File: src/msra_pkg.sv
// ----------------------------------------------------------------------------
// msra_pkg: shared types and codes of the sample ring averager
// Field widths, request and status codes, and the controller state type.
// ----------------------------------------------------------------------------
package msra_pkg;

    localparam int SAMPLE_W = 10;
    localparam int CHAN_W   = 4;

    localparam logic [SAMPLE_W-1:0] SAMPLE_MASK = 10'h3FF;

    // Request kinds carried in the input tuser.
    localparam logic REQ_STORE = 1'b0;
    localparam logic REQ_READ  = 1'b1;

    // Result status carried in the output tuser.
    localparam logic STATUS_OK  = 1'b0;
    localparam logic STATUS_BAD = 1'b1;

    typedef enum logic [2:0] {
        S_IDLE,
        S_DRAIN,
        S_LAST,
        S_DIV,
        S_EMIT
    } msra_state_t;

endpackage

File: src/msra_div.sv
// ----------------------------------------------------------------------------
// msra_div: iterative unsigned divider
// Restoring division, one quotient bit per cycle.
// ----------------------------------------------------------------------------
module msra_div #(
    parameter int DW = 13,
    parameter int VW = 3
) (
    input  logic          clk,
    input  logic          rst_n,
    input  logic          start,
    input  logic [DW-1:0] dividend,
    input  logic [VW-1:0] divisor,
    output logic          done,
    output logic [DW-1:0] quotient
);

    localparam int SCW = (DW > 1) ? $clog2(DW) : 1;

    logic [VW-1:0]  rem_reg, rem_next;
    logic [DW-1:0]  quo_reg, quo_next;
    logic [VW-1:0]  dvs_reg, dvs_next;
    logic [SCW-1:0] step_reg, step_next;
    logic           busy_reg, busy_next;
    logic           done_reg, done_next;

    logic [VW:0]    trial;
    logic           fits;

    assign trial = {rem_reg, quo_reg[DW-1]};
    assign fits  = (trial >= {1'b0, dvs_reg});

    always_comb
    begin
        rem_next  = rem_reg;
        quo_next  = quo_reg;
        dvs_next  = dvs_reg;
        step_next = step_reg;
        busy_next = busy_reg;
        done_next = 1'b0;
        if (start)
        begin
            rem_next  = '0;
            quo_next  = dividend;
            dvs_next  = divisor;
            step_next = SCW'(DW - 1);
            busy_next = 1'b1;
        end
        else if (busy_reg)
        begin
            rem_next = fits ? VW'(trial - {1'b0, dvs_reg}) : VW'(trial);
            quo_next = {quo_reg[DW-2:0], fits};
            if (step_reg == '0)
            begin
                busy_next = 1'b0;
                done_next = 1'b1;
            end
            else
            begin
                step_next = step_reg - 1'b1;
            end
        end
    end

    always_ff @(posedge clk or negedge rst_n)
    begin
        if (!rst_n)
        begin
            busy_reg <= 1'b0;
            done_reg <= 1'b0;
        end
        else
        begin
            busy_reg <= busy_next;
            done_reg <= done_next;
        end
    end

    always_ff @(posedge clk)
    begin
        rem_reg  <= rem_next;
        quo_reg  <= quo_next;
        dvs_reg  <= dvs_next;
        step_reg <= step_next;
    end

    assign done     = done_reg;
    assign quotient = quo_reg;

endmodule

File: src/multichannel_sample_ring_averager_unit.sv
// ----------------------------------------------------------------------------
// multichannel_sample_ring_averager_unit: per-channel sample rings with
// drain-and-average reads.
// Stores converter samples per channel and returns the mean of unread ones.
// ----------------------------------------------------------------------------
// Usage.
// Words enter on the s_axis channel. The tuser bit selects the request:
// a store word writes its sample into the ring of its channel, and a read
// word drains all unread samples of its channel and returns one result word
// on the m_axis channel with their truncated mean and a status flag. When no
// sample is unread, the read returns the most recent sample of the channel
// (zero if the channel was never written). A channel at or beyond CHANNELS is
// ignored on a store and answered with status set and a zero average on a
// read. Stores never produce a result word.
// Timing. A store leaves the input ready, so the next word is taken right
// after it. A read that drains samples does one memory read per sample,
// then one quotient bit per cycle in the shared divider. Only one read is
// in flight at a time.
// Reset clears all pointers and the per-channel written flags at once; the
// sample memory itself needs no clearing pass. A result waits in the output
// register while the receiver stalls; a further store is still taken, and a
// further read finishes its work and then holds until that register frees.
// ----------------------------------------------------------------------------
module multichannel_sample_ring_averager_unit #(
    parameter int CHANNELS = 6,
    parameter int DEPTH    = 8
) (
    input  logic        clk,
    input  logic        rst_n,
    // Input word.
    input  logic        s_axis_tvalid,
    output logic        s_axis_tready,
    input  logic [15:0] s_axis_tdata,   // [3:0] channel, [13:4] sample, rest zero
    input  logic [0:0]  s_axis_tuser,   // [0] req_type
    // Result word.
    output logic        m_axis_tvalid,
    input  logic        m_axis_tready,
    output logic [15:0] m_axis_tdata,   // [9:0] average, rest zero
    output logic [0:0]  m_axis_tuser    // [0] status
);

    import msra_pkg::*;

    // Pointer, count and sum widths. A drain covers at most DEPTH-1 samples.
    localparam int PW  = $clog2(DEPTH);
    localparam int CW  = $clog2(DEPTH);
    localparam int SW  = SAMPLE_W + CW;
    localparam int CIW = (CHANNELS > 1) ? $clog2(CHANNELS) : 1;
    localparam int AW  = $clog2(CHANNELS * DEPTH);
    localparam int MEM_DEPTH = CHANNELS * DEPTH;

    localparam logic [PW-1:0] PTR_LAST = PW'(DEPTH - 1);

    function automatic logic [PW-1:0] ring_next(input logic [PW-1:0] p);
        return (p == PTR_LAST) ? '0 : p + 1'b1;
    endfunction

    function automatic logic [AW-1:0] slot_addr(input logic [CIW-1:0] c,
                                                input logic [PW-1:0]  p);
        return AW'(c) * AW'(DEPTH) + AW'(p);
    endfunction

    // Input word fields.
    logic                in_req;
    logic [CHAN_W-1:0]   in_chan;
    logic [SAMPLE_W-1:0] in_sample;
    logic                in_ok_chan;
    logic [CIW-1:0]      in_idx;
    logic                in_fire;

    assign in_req     = s_axis_tuser[0];
    assign in_chan    = s_axis_tdata[3:0];
    assign in_sample  = s_axis_tdata[13:4] & SAMPLE_MASK;
    assign in_ok_chan = ({1'b0, in_chan} < 5'(CHANNELS));
    assign in_idx     = CIW'(in_chan);
    assign in_fire    = s_axis_tvalid && s_axis_tready;

    // Sample memory, one row of DEPTH slots per channel.
    logic [SAMPLE_W-1:0] mem [MEM_DEPTH];
    logic                mem_we;
    logic [AW-1:0]       mem_waddr;
    logic                mem_re;
    logic [AW-1:0]       mem_raddr;
    logic [SAMPLE_W-1:0] rd_data_reg;

    always_ff @(posedge clk)
    begin
        if (mem_we)
        begin
            mem[mem_waddr] <= in_sample;
        end
        if (mem_re)
        begin
            rd_data_reg <= mem[mem_raddr];
        end
    end

    // Per-channel pointers and written flags.
    logic [PW-1:0]       wp_reg [CHANNELS];
    logic [PW-1:0]       rp_reg [CHANNELS];
    logic [CHANNELS-1:0] written_reg;
    logic                wp_we;
    logic                rp_we;

    // Controller registers.
    msra_state_t         state_reg, state_next;
    logic [CIW-1:0]      ch_reg, ch_next;
    logic [PW-1:0]       cur_reg, cur_next;
    logic [PW-1:0]       end_reg, end_next;
    logic [SW-1:0]       sum_reg, sum_next;
    logic [CW-1:0]       cnt_reg, cnt_next;
    logic [SAMPLE_W-1:0] res_avg_reg, res_avg_next;
    logic                res_bad_reg, res_bad_next;
    logic                out_valid_reg, out_valid_next;
    logic [SAMPLE_W-1:0] out_avg_reg, out_avg_next;
    logic                out_bad_reg, out_bad_next;

    // Divider.
    logic                div_start;
    logic [SW-1:0]       div_dividend;
    logic [CW-1:0]       div_divisor;
    logic                div_done;
    logic [SW-1:0]       div_quotient;

    logic [PW-1:0]       in_wp;
    logic [PW-1:0]       in_rp;
    logic [PW-1:0]       in_last;
    logic [SW-1:0]       sum_add;
    logic [CW-1:0]       cnt_add;

    assign in_wp   = wp_reg[in_idx];
    assign in_rp   = rp_reg[in_idx];
    assign in_last = (in_wp == '0) ? PTR_LAST : in_wp - 1'b1;
    assign sum_add = sum_reg + SW'(rd_data_reg);
    assign cnt_add = cnt_reg + 1'b1;

    always_comb
    begin
        state_next     = state_reg;
        ch_next        = ch_reg;
        cur_next       = cur_reg;
        end_next       = end_reg;
        sum_next       = sum_reg;
        cnt_next       = cnt_reg;
        res_avg_next   = res_avg_reg;
        res_bad_next   = res_bad_reg;
        out_avg_next   = out_avg_reg;
        out_bad_next   = out_bad_reg;
        out_valid_next = out_valid_reg && !m_axis_tready;
        mem_we         = 1'b0;
        mem_waddr      = slot_addr(in_idx, in_wp);
        mem_re         = 1'b0;
        mem_raddr      = slot_addr(in_idx, in_rp);
        wp_we          = 1'b0;
        rp_we          = 1'b0;
        div_start      = 1'b0;
        div_dividend   = sum_add;
        div_divisor    = cnt_add;
        s_axis_tready  = (state_reg == S_IDLE);

        case (state_reg)
            S_IDLE:
            begin
                if (in_fire)
                begin
                    ch_next = in_idx;
                    if (in_req == REQ_STORE)
                    begin
                        // Stores to a channel out of range are dropped.
                        mem_we = in_ok_chan;
                        wp_we  = in_ok_chan;
                    end
                    else if (!in_ok_chan)
                    begin
                        res_avg_next = '0;
                        res_bad_next = STATUS_BAD;
                        state_next   = S_EMIT;
                    end
                    else if (in_rp == in_wp)
                    begin
                        // Nothing unread: answer with the most recent sample.
                        res_bad_next = STATUS_OK;
                        if (written_reg[in_idx])
                        begin
                            mem_re     = 1'b1;
                            mem_raddr  = slot_addr(in_idx, in_last);
                            state_next = S_LAST;
                        end
                        else
                        begin
                            res_avg_next = '0;
                            state_next   = S_EMIT;
                        end
                    end
                    else
                    begin
                        mem_re       = 1'b1;
                        cur_next     = ring_next(in_rp);
                        end_next     = in_wp;
                        sum_next     = '0;
                        cnt_next     = '0;
                        res_bad_next = STATUS_OK;
                        state_next   = S_DRAIN;
                    end
                end
            end
            S_DRAIN:
            begin
                // Read data of the previous slot arrives now.
                sum_next = sum_add;
                cnt_next = cnt_add;
                if (cur_reg == end_reg)
                begin
                    rp_we      = 1'b1;
                    div_start  = 1'b1;
                    state_next = S_DIV;
                end
                else
                begin
                    mem_re     = 1'b1;
                    mem_raddr  = slot_addr(ch_reg, cur_reg);
                    cur_next   = ring_next(cur_reg);
                end
            end
            S_LAST:
            begin
                res_avg_next = rd_data_reg;
                state_next   = S_EMIT;
            end
            S_DIV:
            begin
                if (div_done)
                begin
                    res_avg_next = div_quotient[SAMPLE_W-1:0];
                    state_next   = S_EMIT;
                end
            end
            S_EMIT:
            begin
                if (!out_valid_reg || m_axis_tready)
                begin
                    out_valid_next = 1'b1;
                    out_avg_next   = res_avg_reg;
                    out_bad_next   = res_bad_reg;
                    state_next     = S_IDLE;
                end
            end
            default:
            begin
                state_next = S_IDLE;
            end
        endcase
    end

    always_ff @(posedge clk or negedge rst_n)
    begin
        if (!rst_n)
        begin
            state_reg     <= S_IDLE;
            out_valid_reg <= 1'b0;
        end
        else
        begin
            state_reg     <= state_next;
            out_valid_reg <= out_valid_next;
        end
    end

    always_ff @(posedge clk or negedge rst_n)
    begin
        if (!rst_n)
        begin
            for (int c = 0; c < CHANNELS; c++)
            begin
                wp_reg[c] <= '0;
                rp_reg[c] <= '0;
            end
            written_reg <= '0;
        end
        else
        begin
            if (wp_we)
            begin
                wp_reg[in_idx]      <= ring_next(in_wp);
                written_reg[in_idx] <= 1'b1;
            end
            if (rp_we)
            begin
                rp_reg[ch_reg] <= end_reg;
            end
        end
    end

    always_ff @(posedge clk)
    begin
        ch_reg      <= ch_next;
        cur_reg     <= cur_next;
        end_reg     <= end_next;
        sum_reg     <= sum_next;
        cnt_reg     <= cnt_next;
        res_avg_reg <= res_avg_next;
        res_bad_reg <= res_bad_next;
        out_avg_reg <= out_avg_next;
        out_bad_reg <= out_bad_next;
    end

    msra_div #(
        .DW (SW),
        .VW (CW)
    ) u_div (
        .clk      (clk),
        .rst_n    (rst_n),
        .start    (div_start),
        .dividend (div_dividend),
        .divisor  (div_divisor),
        .done     (div_done),
        .quotient (div_quotient)
    );

    assign m_axis_tvalid = out_valid_reg;
    assign m_axis_tdata  = {6'b0, out_avg_reg};
    assign m_axis_tuser  = out_bad_reg;

endmodule

File: config.mk
export PLATFORM = sky130hd
export DESIGN_NAME = multichannel_sample_ring_averager_unit
export DESIGN_NICKNAME = d
export VERILOG_FILES = /design/src/msra_pkg.sv /design/src/msra_div.sv /design/src/multichannel_sample_ring_averager_unit.sv
export SDC_FILE = /design/constraint.sdc
export NUM_CORES = 1
export LEC_CHECK = 0
export BUFFER_PORTS_ARGS = -buffer_cell sky130_fd_sc_hd__buf_2
export CAP_MARGIN = 0
export CORE_MARGIN = 5
export CORE_UTILIZATION = 26
export CTS_CLUSTER_DIAMETER = 60
export CTS_CLUSTER_SIZE = 8
export DETAILED_ROUTE_END_ITERATION = 12
export PLACE_DENSITY_LB_ADDON = 0.12
export SLEW_MARGIN = 0
export SYNTH_ARGS = -nofsm -noshare
export SYNTH_HDL_FRONTEND = slang
export SYNTH_SLANG_ARGS = --single-unit
File: constraint.sdc
create_clock -name clk -period 5.8 [get_ports clk]
set_input_delay 0.29 -clock clk [delete_from_list [all_inputs] [get_ports clk]]
set_output_delay 0.29 -clock clk [all_outputs]
set_load 0.02 [all_outputs]
==> results of run 1 <==
-- area by class of cell --
cell class	count	share of cell area [%]
clock buffers	109	7.57
well taps	1368	5.58
flip-flops and latches	608	58.5
clock inverters	11	0.514
repair buffers	93	2.41
multi-input cells	1029	25.1
inverters	30	0.367
-- per-layer routing --
layer  GRT usage (%)  vias up
met2            22.4      324
li1                -     7221
met4            4.04        2
met3            2.61      114
met5               0        -
met1            19.4     8073
-- worst max-delay path by stage --
stage | from | cells past startpoint | slack, ns | end
after CTS | state_reg[2]$_DFFE_PN0P_ | 13 | 0.77 | rd_data_reg[4]$_DFFE_PP_
after global placement | s_axis_tdata[0] | 12 | 0.58 | rd_data_reg[4]$_DFFE_PP_
after global routing | state_reg[2]$_DFFE_PN0P_ | 12 | 0.47 | rd_data_reg[2]$_DFFE_PP_
after floorplan | s_axis_tdata[1] | 9 | 2.23 | cur_reg[0]$_DFFE_PP_
after detailed placement | s_axis_tdata[0] | 13 | 0.59 | rd_data_reg[4]$_DFFE_PP_
final | state_reg[2]$_DFFE_PN0P_ | 13 | 0.83 | rd_data_reg[4]$_DFFE_PP_
-- cells in the final DEF, fill, tap and decap left out, drive strengths merged, types with 27 or more instances in the layout --
cell type,netlist,final
nor2,113,113
buf,73,91
o211a,64,64
edfxtp,553,553
dfrtp,48,48
and4,29,29
inv,30,32
a211oi,86,86
a2111oi,36,36
mux2,45,45
mux2i,117,117
clkbuf,68,109
a311oi,27,27
nand2,150,150
-- critical path, cell delays in order (launching register included) --
cell and delay, ns:
dfrtp_1 0.47, nor2_4 0.29, nand2_1 0.30, inv_1 0.20
nand3_1 0.28, or2_4 0.39, o31ai_4 0.34, nand3_4 0.33
buf_12 0.31, nand2_1 0.48, a311o_1 0.25, nor4bb_1 0.48
buf_4 0.20, nand4_1 0.26
-- power groups by stage --
stage                     combinational, mW  sequential [mW]  clock, mW
after global placement                 3.42             5.40          0
after floorplan                        2.16             5.39          0
after detailed placement               3.45             5.41          0
final                                  3.40             5.32       4.72
after CTS                              3.46             5.33       4.87
after global routing                   3.71             5.35       5.06
-- kinds of logic after synthesis --
family,count (synthesis)
mux,162
buf+inv,171
simple gates,410
xor+xnor,18
compound gates,409
flops,608
other cells,1
fa+ha+maj,24
-- through the flow --
| step | power, mW | cells | util (%) |
|---|---|---|---|
| after floorplan | 7.55 | 1808 | - |
| after global placement | 8.82 | 3126 | 27.8 |
| after detailed placement | 8.86 | 3126 | 27.8 |
| after CTS | 13.7 | 3248 | 30.3 |
| after global routing | 14.1 | 3248 | 30.3 |
| final | 13.4 | 3248 | 30.3 |
-- timing repair --
action,4_1_cts,5_1_grt
endpoints found under the setup margin,0,0
endpoints found under the hold margin,50,0
hold buffers,2,0
==> results.yml, run 1 <==
setup_path:
  start_kind: "flip-flop"
  crit_path_max_fanout: 39
  rrSetupSlack_ns: 0.83
  cp.arrival_ns: 5.24
  rr_startpoint: "state_reg[2]$_DFFE_PN0P_"
  crit_path_end_kind: "flip-flop"
  criticalPathCategory: "flip-flop to flip-flop"
  r2r-end: "rd_data_reg[4]$_DFFE_PP_"
  required_ns: 6.07
  rr_worst_depth: 13
drt:
  dr_wl_met2_mm: 35.3
  met3_wirelength_mm: 3.46
  drc_errors: 0
  wl_met1_mm: 35.5
  ant_nets: 0
  routed_wl_mm: 76.2
  top_layer: "met5"
  avgRoutedWirePerCell_um: 23.5
  dr.first_iter.drc_count: 1082
  num_vias: 15700
  dr.pass1.iters: 5
  via_per_inst: 4.84
sta:
  fin_crit_sh_pct: 85.7
  fmax_mhz: 201
  rsz0062_at_grt: "no"
  slew_violations: 0
  relSlewSlack_pct: 15.1
  hold_viol: 0
  period_needed_ns: 4.97
  setup-tns-final_ns: 0
  setup_ws_ns: 0.827
  hold_ws_ns: 0.120
  skew_ns: 0.0357
  setup_viol_count_final: 0
  worst_pin_slew_ns: 1.27
synthesis:
  synth-simple-area-share_pct: 7.66
  avgSynthCellArea_um2: 14.7
  synth.most_common_cell: "edfxtp_1"
  yosysWarnings: 0
  synth-edff-count: 553
  ys_seq_elements: 608
  ys.flop_type: "edfxtp_1"
  synthAdderAreaFrac_pct: 1.19
  synthMuxAreaShare_pct: 6.35
  synth_area_leaders: "edfxtp_1 63%, dfrtp_1 4.5%, mux2i_1 4.4%, a211oi_1 2.4%, o211a_1 2.4%"
  yosysTopAreaCellShare_pct: 62.8
  synthCells: 1803
  seq_area_frac_synth_pct: 67.9
  async_flop_share_pct: 7.89
  syn_area_mm2: 0.0264
  synth-xor-area-share_pct: 0.668
  synth.largest_area_cell: "edfxtp_1"
  synth_top_family_by_area: "compound AO/OA/AOI/OAI gates"
  ys_top_cells_by_count: "553 x edfxtp_1, 150 x nand2_1, 117 x mux2i_1"
  ys_types: 81
  synth_compound_area_share_pct: 13.0
die:
  core_mm2: 0.101
  dieWidth_um: 329
  initial_core_util_pct: 26.1
  dieArea_mm2: 0.108
  num_io_pins: 40
  die_h_um: 329
  rows: 117
clock_network:
  htree_levels: 3
  clk_pin_slew_worst_paths_ns: 0.05
  ctsRootBufferMaster: "clkbuf_16"
  insertion_delay_ns: 0.64
  cts_buffer_depth: 3
  cts_buffers: 88
  post_cts_buffers: 0
  cts_tree: "built"
  ctsResizeCount: 0
  clock-sinks: 608
layout:
  num-fill-cells: 10100
  seq_area_mm2: 0.0179
  nNetsFinal: 1895
  stdcell_area_mm2: 0.0307
  area_delta_synth_final_pct: 16.1
  drive_above_1_share_pct: 13.8
  diodes: 0
  largest_reg_flops: 480
  multi_input_area_mm2: 0.00770
hold_path:
  hold_depth: 1
  hp-class: "input pin to flip-flop"
  min_to: "ch_reg[1]$_DFFE_PP_"
  worstHoldStart: "s_axis_tdata[1]"
pwr:
  power.leakage_nw: 10.8
  internal-power_mw: 9.15
  sw_frac_of_total_pct: 31.9
  vdd_drop_max_mv: 0.287
  combPwrFrac_pct: 25.3
  power.switching_mw: 4.29
  power_frac_seq_pct: 39.6
  p_per_area_mw_per_mm2: 438
  p_clk_share_pct: 35.1
job:
  maxCapViolations: 0
global_routing:
  track_usage_pct: 14.0
  grt_pass1_vias: 16000
  antenna_found_initial: 2
  overflow: 0
  grt_pass1_wl_mm: 112
  grt_max_degree: 113
place:
  placed_area_mm2: 0.0282
  pre_cts_slack_ns: 0.585
  io_buffers: 31
  place.gp.congestion: 0.758
  dpl.hpwl_mm: 46.7
run_status:
  outcome: "finished, final reports clean"
Note: power is estimated with default switching activity, not from simulation.
==> run 2: changes to the inputs <==
CORE_UTILIZATION = 46   (was 26)
==> results.yml, run 2 (same netlist as run 1, synthesis figures left out) <==
clock_network:
  clock-sinks: 608
  cts_buffers: 86
  htree_levels: 3
  cts_buffer_depth: 3
  cts_tree: "built"
  clk_pin_slew_worst_paths_ns: 0.06
  post_cts_buffers: 0
  insertion_delay_ns: 0.63
  ctsRootBufferMaster: "clkbuf_16"
setup_path:
  required_ns: 6.14
  cp.arrival_ns: 5.18
  slowest_delay_ns: 0.83
  crit_slowest_cell: "nor2_1"
  crit_path_end_kind: "flip-flop"
  criticalPathCategory: "flip-flop to flip-flop"
  r2r-end: "rd_data_reg[5]$_DFFE_PP_"
  rr_startpoint: "state_reg[2]$_DFFE_PN0P_"
  path_delay_family: "compound AO/OA/AOI/OAI gates"
  crit_top_cell: "a2111oi_0"
  start_kind: "flip-flop"
  crit_path_cell_trace: "nor2_4, nand2_1, nor2_1, o21ba_2, a31oi_2, a21o_4, a2111oi_0, a2111oi_0, buf_4, a22oi_1, nand4_1"
  rr_worst_depth: 11
  cp_num_buf_inv: 1
  crit_path_max_fanout: 71
  rrSetupSlack_ns: 0.96
layout:
  largest_reg_flops: 480
  final_common_cell: "edfxtp_1"
  final_cell_mix: "553 x edfxtp_1, 150 x nand2_1, 117 x mux2i_1"
  stdcell_area_mm2: 0.0296
  drive_above_1_share_pct: 12.5
  num-fill-cells: 4702
  area_delta_synth_final_pct: 12.0
  nNetsFinal: 1869
place:
  io_buffers: 31
  dpl.hpwl_mm: 39.3
  placed_area_mm2: 0.0272
  place.gp.congestion: 0.779
drt:
  dr.first_iter.drc_count: 1248
  via_per_inst: 6.02
  dr.pass1.iters: 5
  dr_wl_met2_mm: 31.1
  top_layer: "met4"
  avgRoutedWirePerCell_um: 25.0
  ant_nets: 0
  met3_wirelength_mm: 3.58
  drc_errors: 0
  wl_met1_mm: 29.1
  num_vias: 15700
  routed_wl_mm: 65.2
hold_path:
  min_to: "ch_reg[1]$_DFFE_PP_"
  hp-class: "input pin to flip-flop"
  hold_depth: 1
  worstHoldStart: "s_axis_tdata[1]"
sta:
  fin_crit_sh_pct: 83.5
  worst_pin_slew_ns: 1.22
  period_needed_ns: 4.84
  setup-tns-final_ns: 0
  fmax_mhz: 207
  relSlewSlack_pct: 18.4
  slew_violations: 0
  hold_viol: 0
  setup_viol_count_final: 0
  skew_ns: 0.0297
  rsz0062_at_grt: "no"
die:
  num_io_pins: 40
  die_h_um: 250
  rows: 87
  core_mm2: 0.0566
  initial_core_util_pct: 46.7
  dieArea_mm2: 0.0623
  dieWidth_um: 250
job:
  maxCapViolations: 0
global_routing:
  antenna_found_initial: 1
  track_usage_pct: 20.6
  grt_max_degree: 76
  grt_pass1_wl_mm: 99.3
  grt_pass1_vias: 15500
  overflow: 0
pwr:
  vdd_drop_max_mv: 0.413
  p_per_area_mw_per_mm2: 438
  power.leakage_nw: 10.6
run_status:
  outcome: "finished, final reports clean"
-- run 2: cell count changes in the layout (fill, tap and decap cells not counted), moves of 2 or more --
| cell | before | now |
|---|---|---|
| buf_4 | 51 | 31 |
| bufinv_16 | 2 | 0 |
| clkbuf_16 | 90 | 88 |
| buf_12 | 9 | 5 |
| clkinv_2 | 3 | 1 |
-- run 2: through the flow --
step           power (mW)  worst slack, ns  utilization [%]  cells  hold WS, ns
3_5_place_dp         8.53            0.796             48.0   2490        0.408
2_1_floorplan        7.55             2.23                -   1808     -0.00559
3_3_place_gp         8.48            0.875             48.0   2490        0.403
6_report             13.0            0.958             52.3   2609       0.0799
5_1_grt              13.5            0.633             52.3   2608       0.0703
4_1_cts              13.1            0.981             52.3   2608       0.0462
-- run 2: per-layer routing --
metal  GRT usage (%)  vias to the layer above
li1                -                     7169
met1            29.3                     8002
met2            32.9                      436
met3            3.56                       97
met4            5.75                        0
met5               0                        -
-- run 2: final cells by class --
| type | instances | area [um^2] | share of cell area [%] |
|---|---|---|---|
| Sequential cell | 608 | 17900 | 60.6 |
| Multi-Input combinational cell | 1029 | 7700 | 26.0 |
| Clock buffer | 109 | 2290 | 7.74 |
| Tap cell | 756 | 946 | 3.20 |
| Timing Repair Buffer | 69 | 508 | 1.72 |
| Inverter | 30 | 113 | 0.380 |
| Clock inverter | 7 | 100 | 0.338 |
| Antenna cell | 1 | 2.50 | 0.00845 |
-- run 2: timing repair --
action,in CTS,in global routing
gates resized for setup,0,0
endpoints found under the hold margin,49,0
endpoints found under the setup margin,0,0
hold buffers,2,0
-- run 2: report_power, final --
group / switching, mW / leakage (nW) / internal (mW)
Combinational: 2.07 / 3.74 / 1.05
Sequential: 0.180 / 5.69 / 5.16
Clock: 1.78 / 1.16 / 2.73
Total: 4.03 / 10.6 / 8.94
-- run 2: worst max path at each step --
stage | from | endpoint | cells past startpoint
2_1_floorplan | s_axis_tdata[1] | cur_reg[0]$_DFFE_PP_ | 9
3_3_place_gp | s_axis_tdata[0] | rd_data_reg[9]$_DFFE_PP_ | 12
3_5_place_dp | s_axis_tdata[0] | rd_data_reg[9]$_DFFE_PP_ | 12
4_1_cts | state_reg[2]$_DFFE_PN0P_ | rd_data_reg[5]$_DFFE_PP_ | 11
5_1_grt | state_reg[2]$_DFFE_PN0P_ | rd_data_reg[5]$_DFFE_PP_ | 11
6_report | state_reg[2]$_DFFE_PN0P_ | rd_data_reg[5]$_DFFE_PP_ | 11
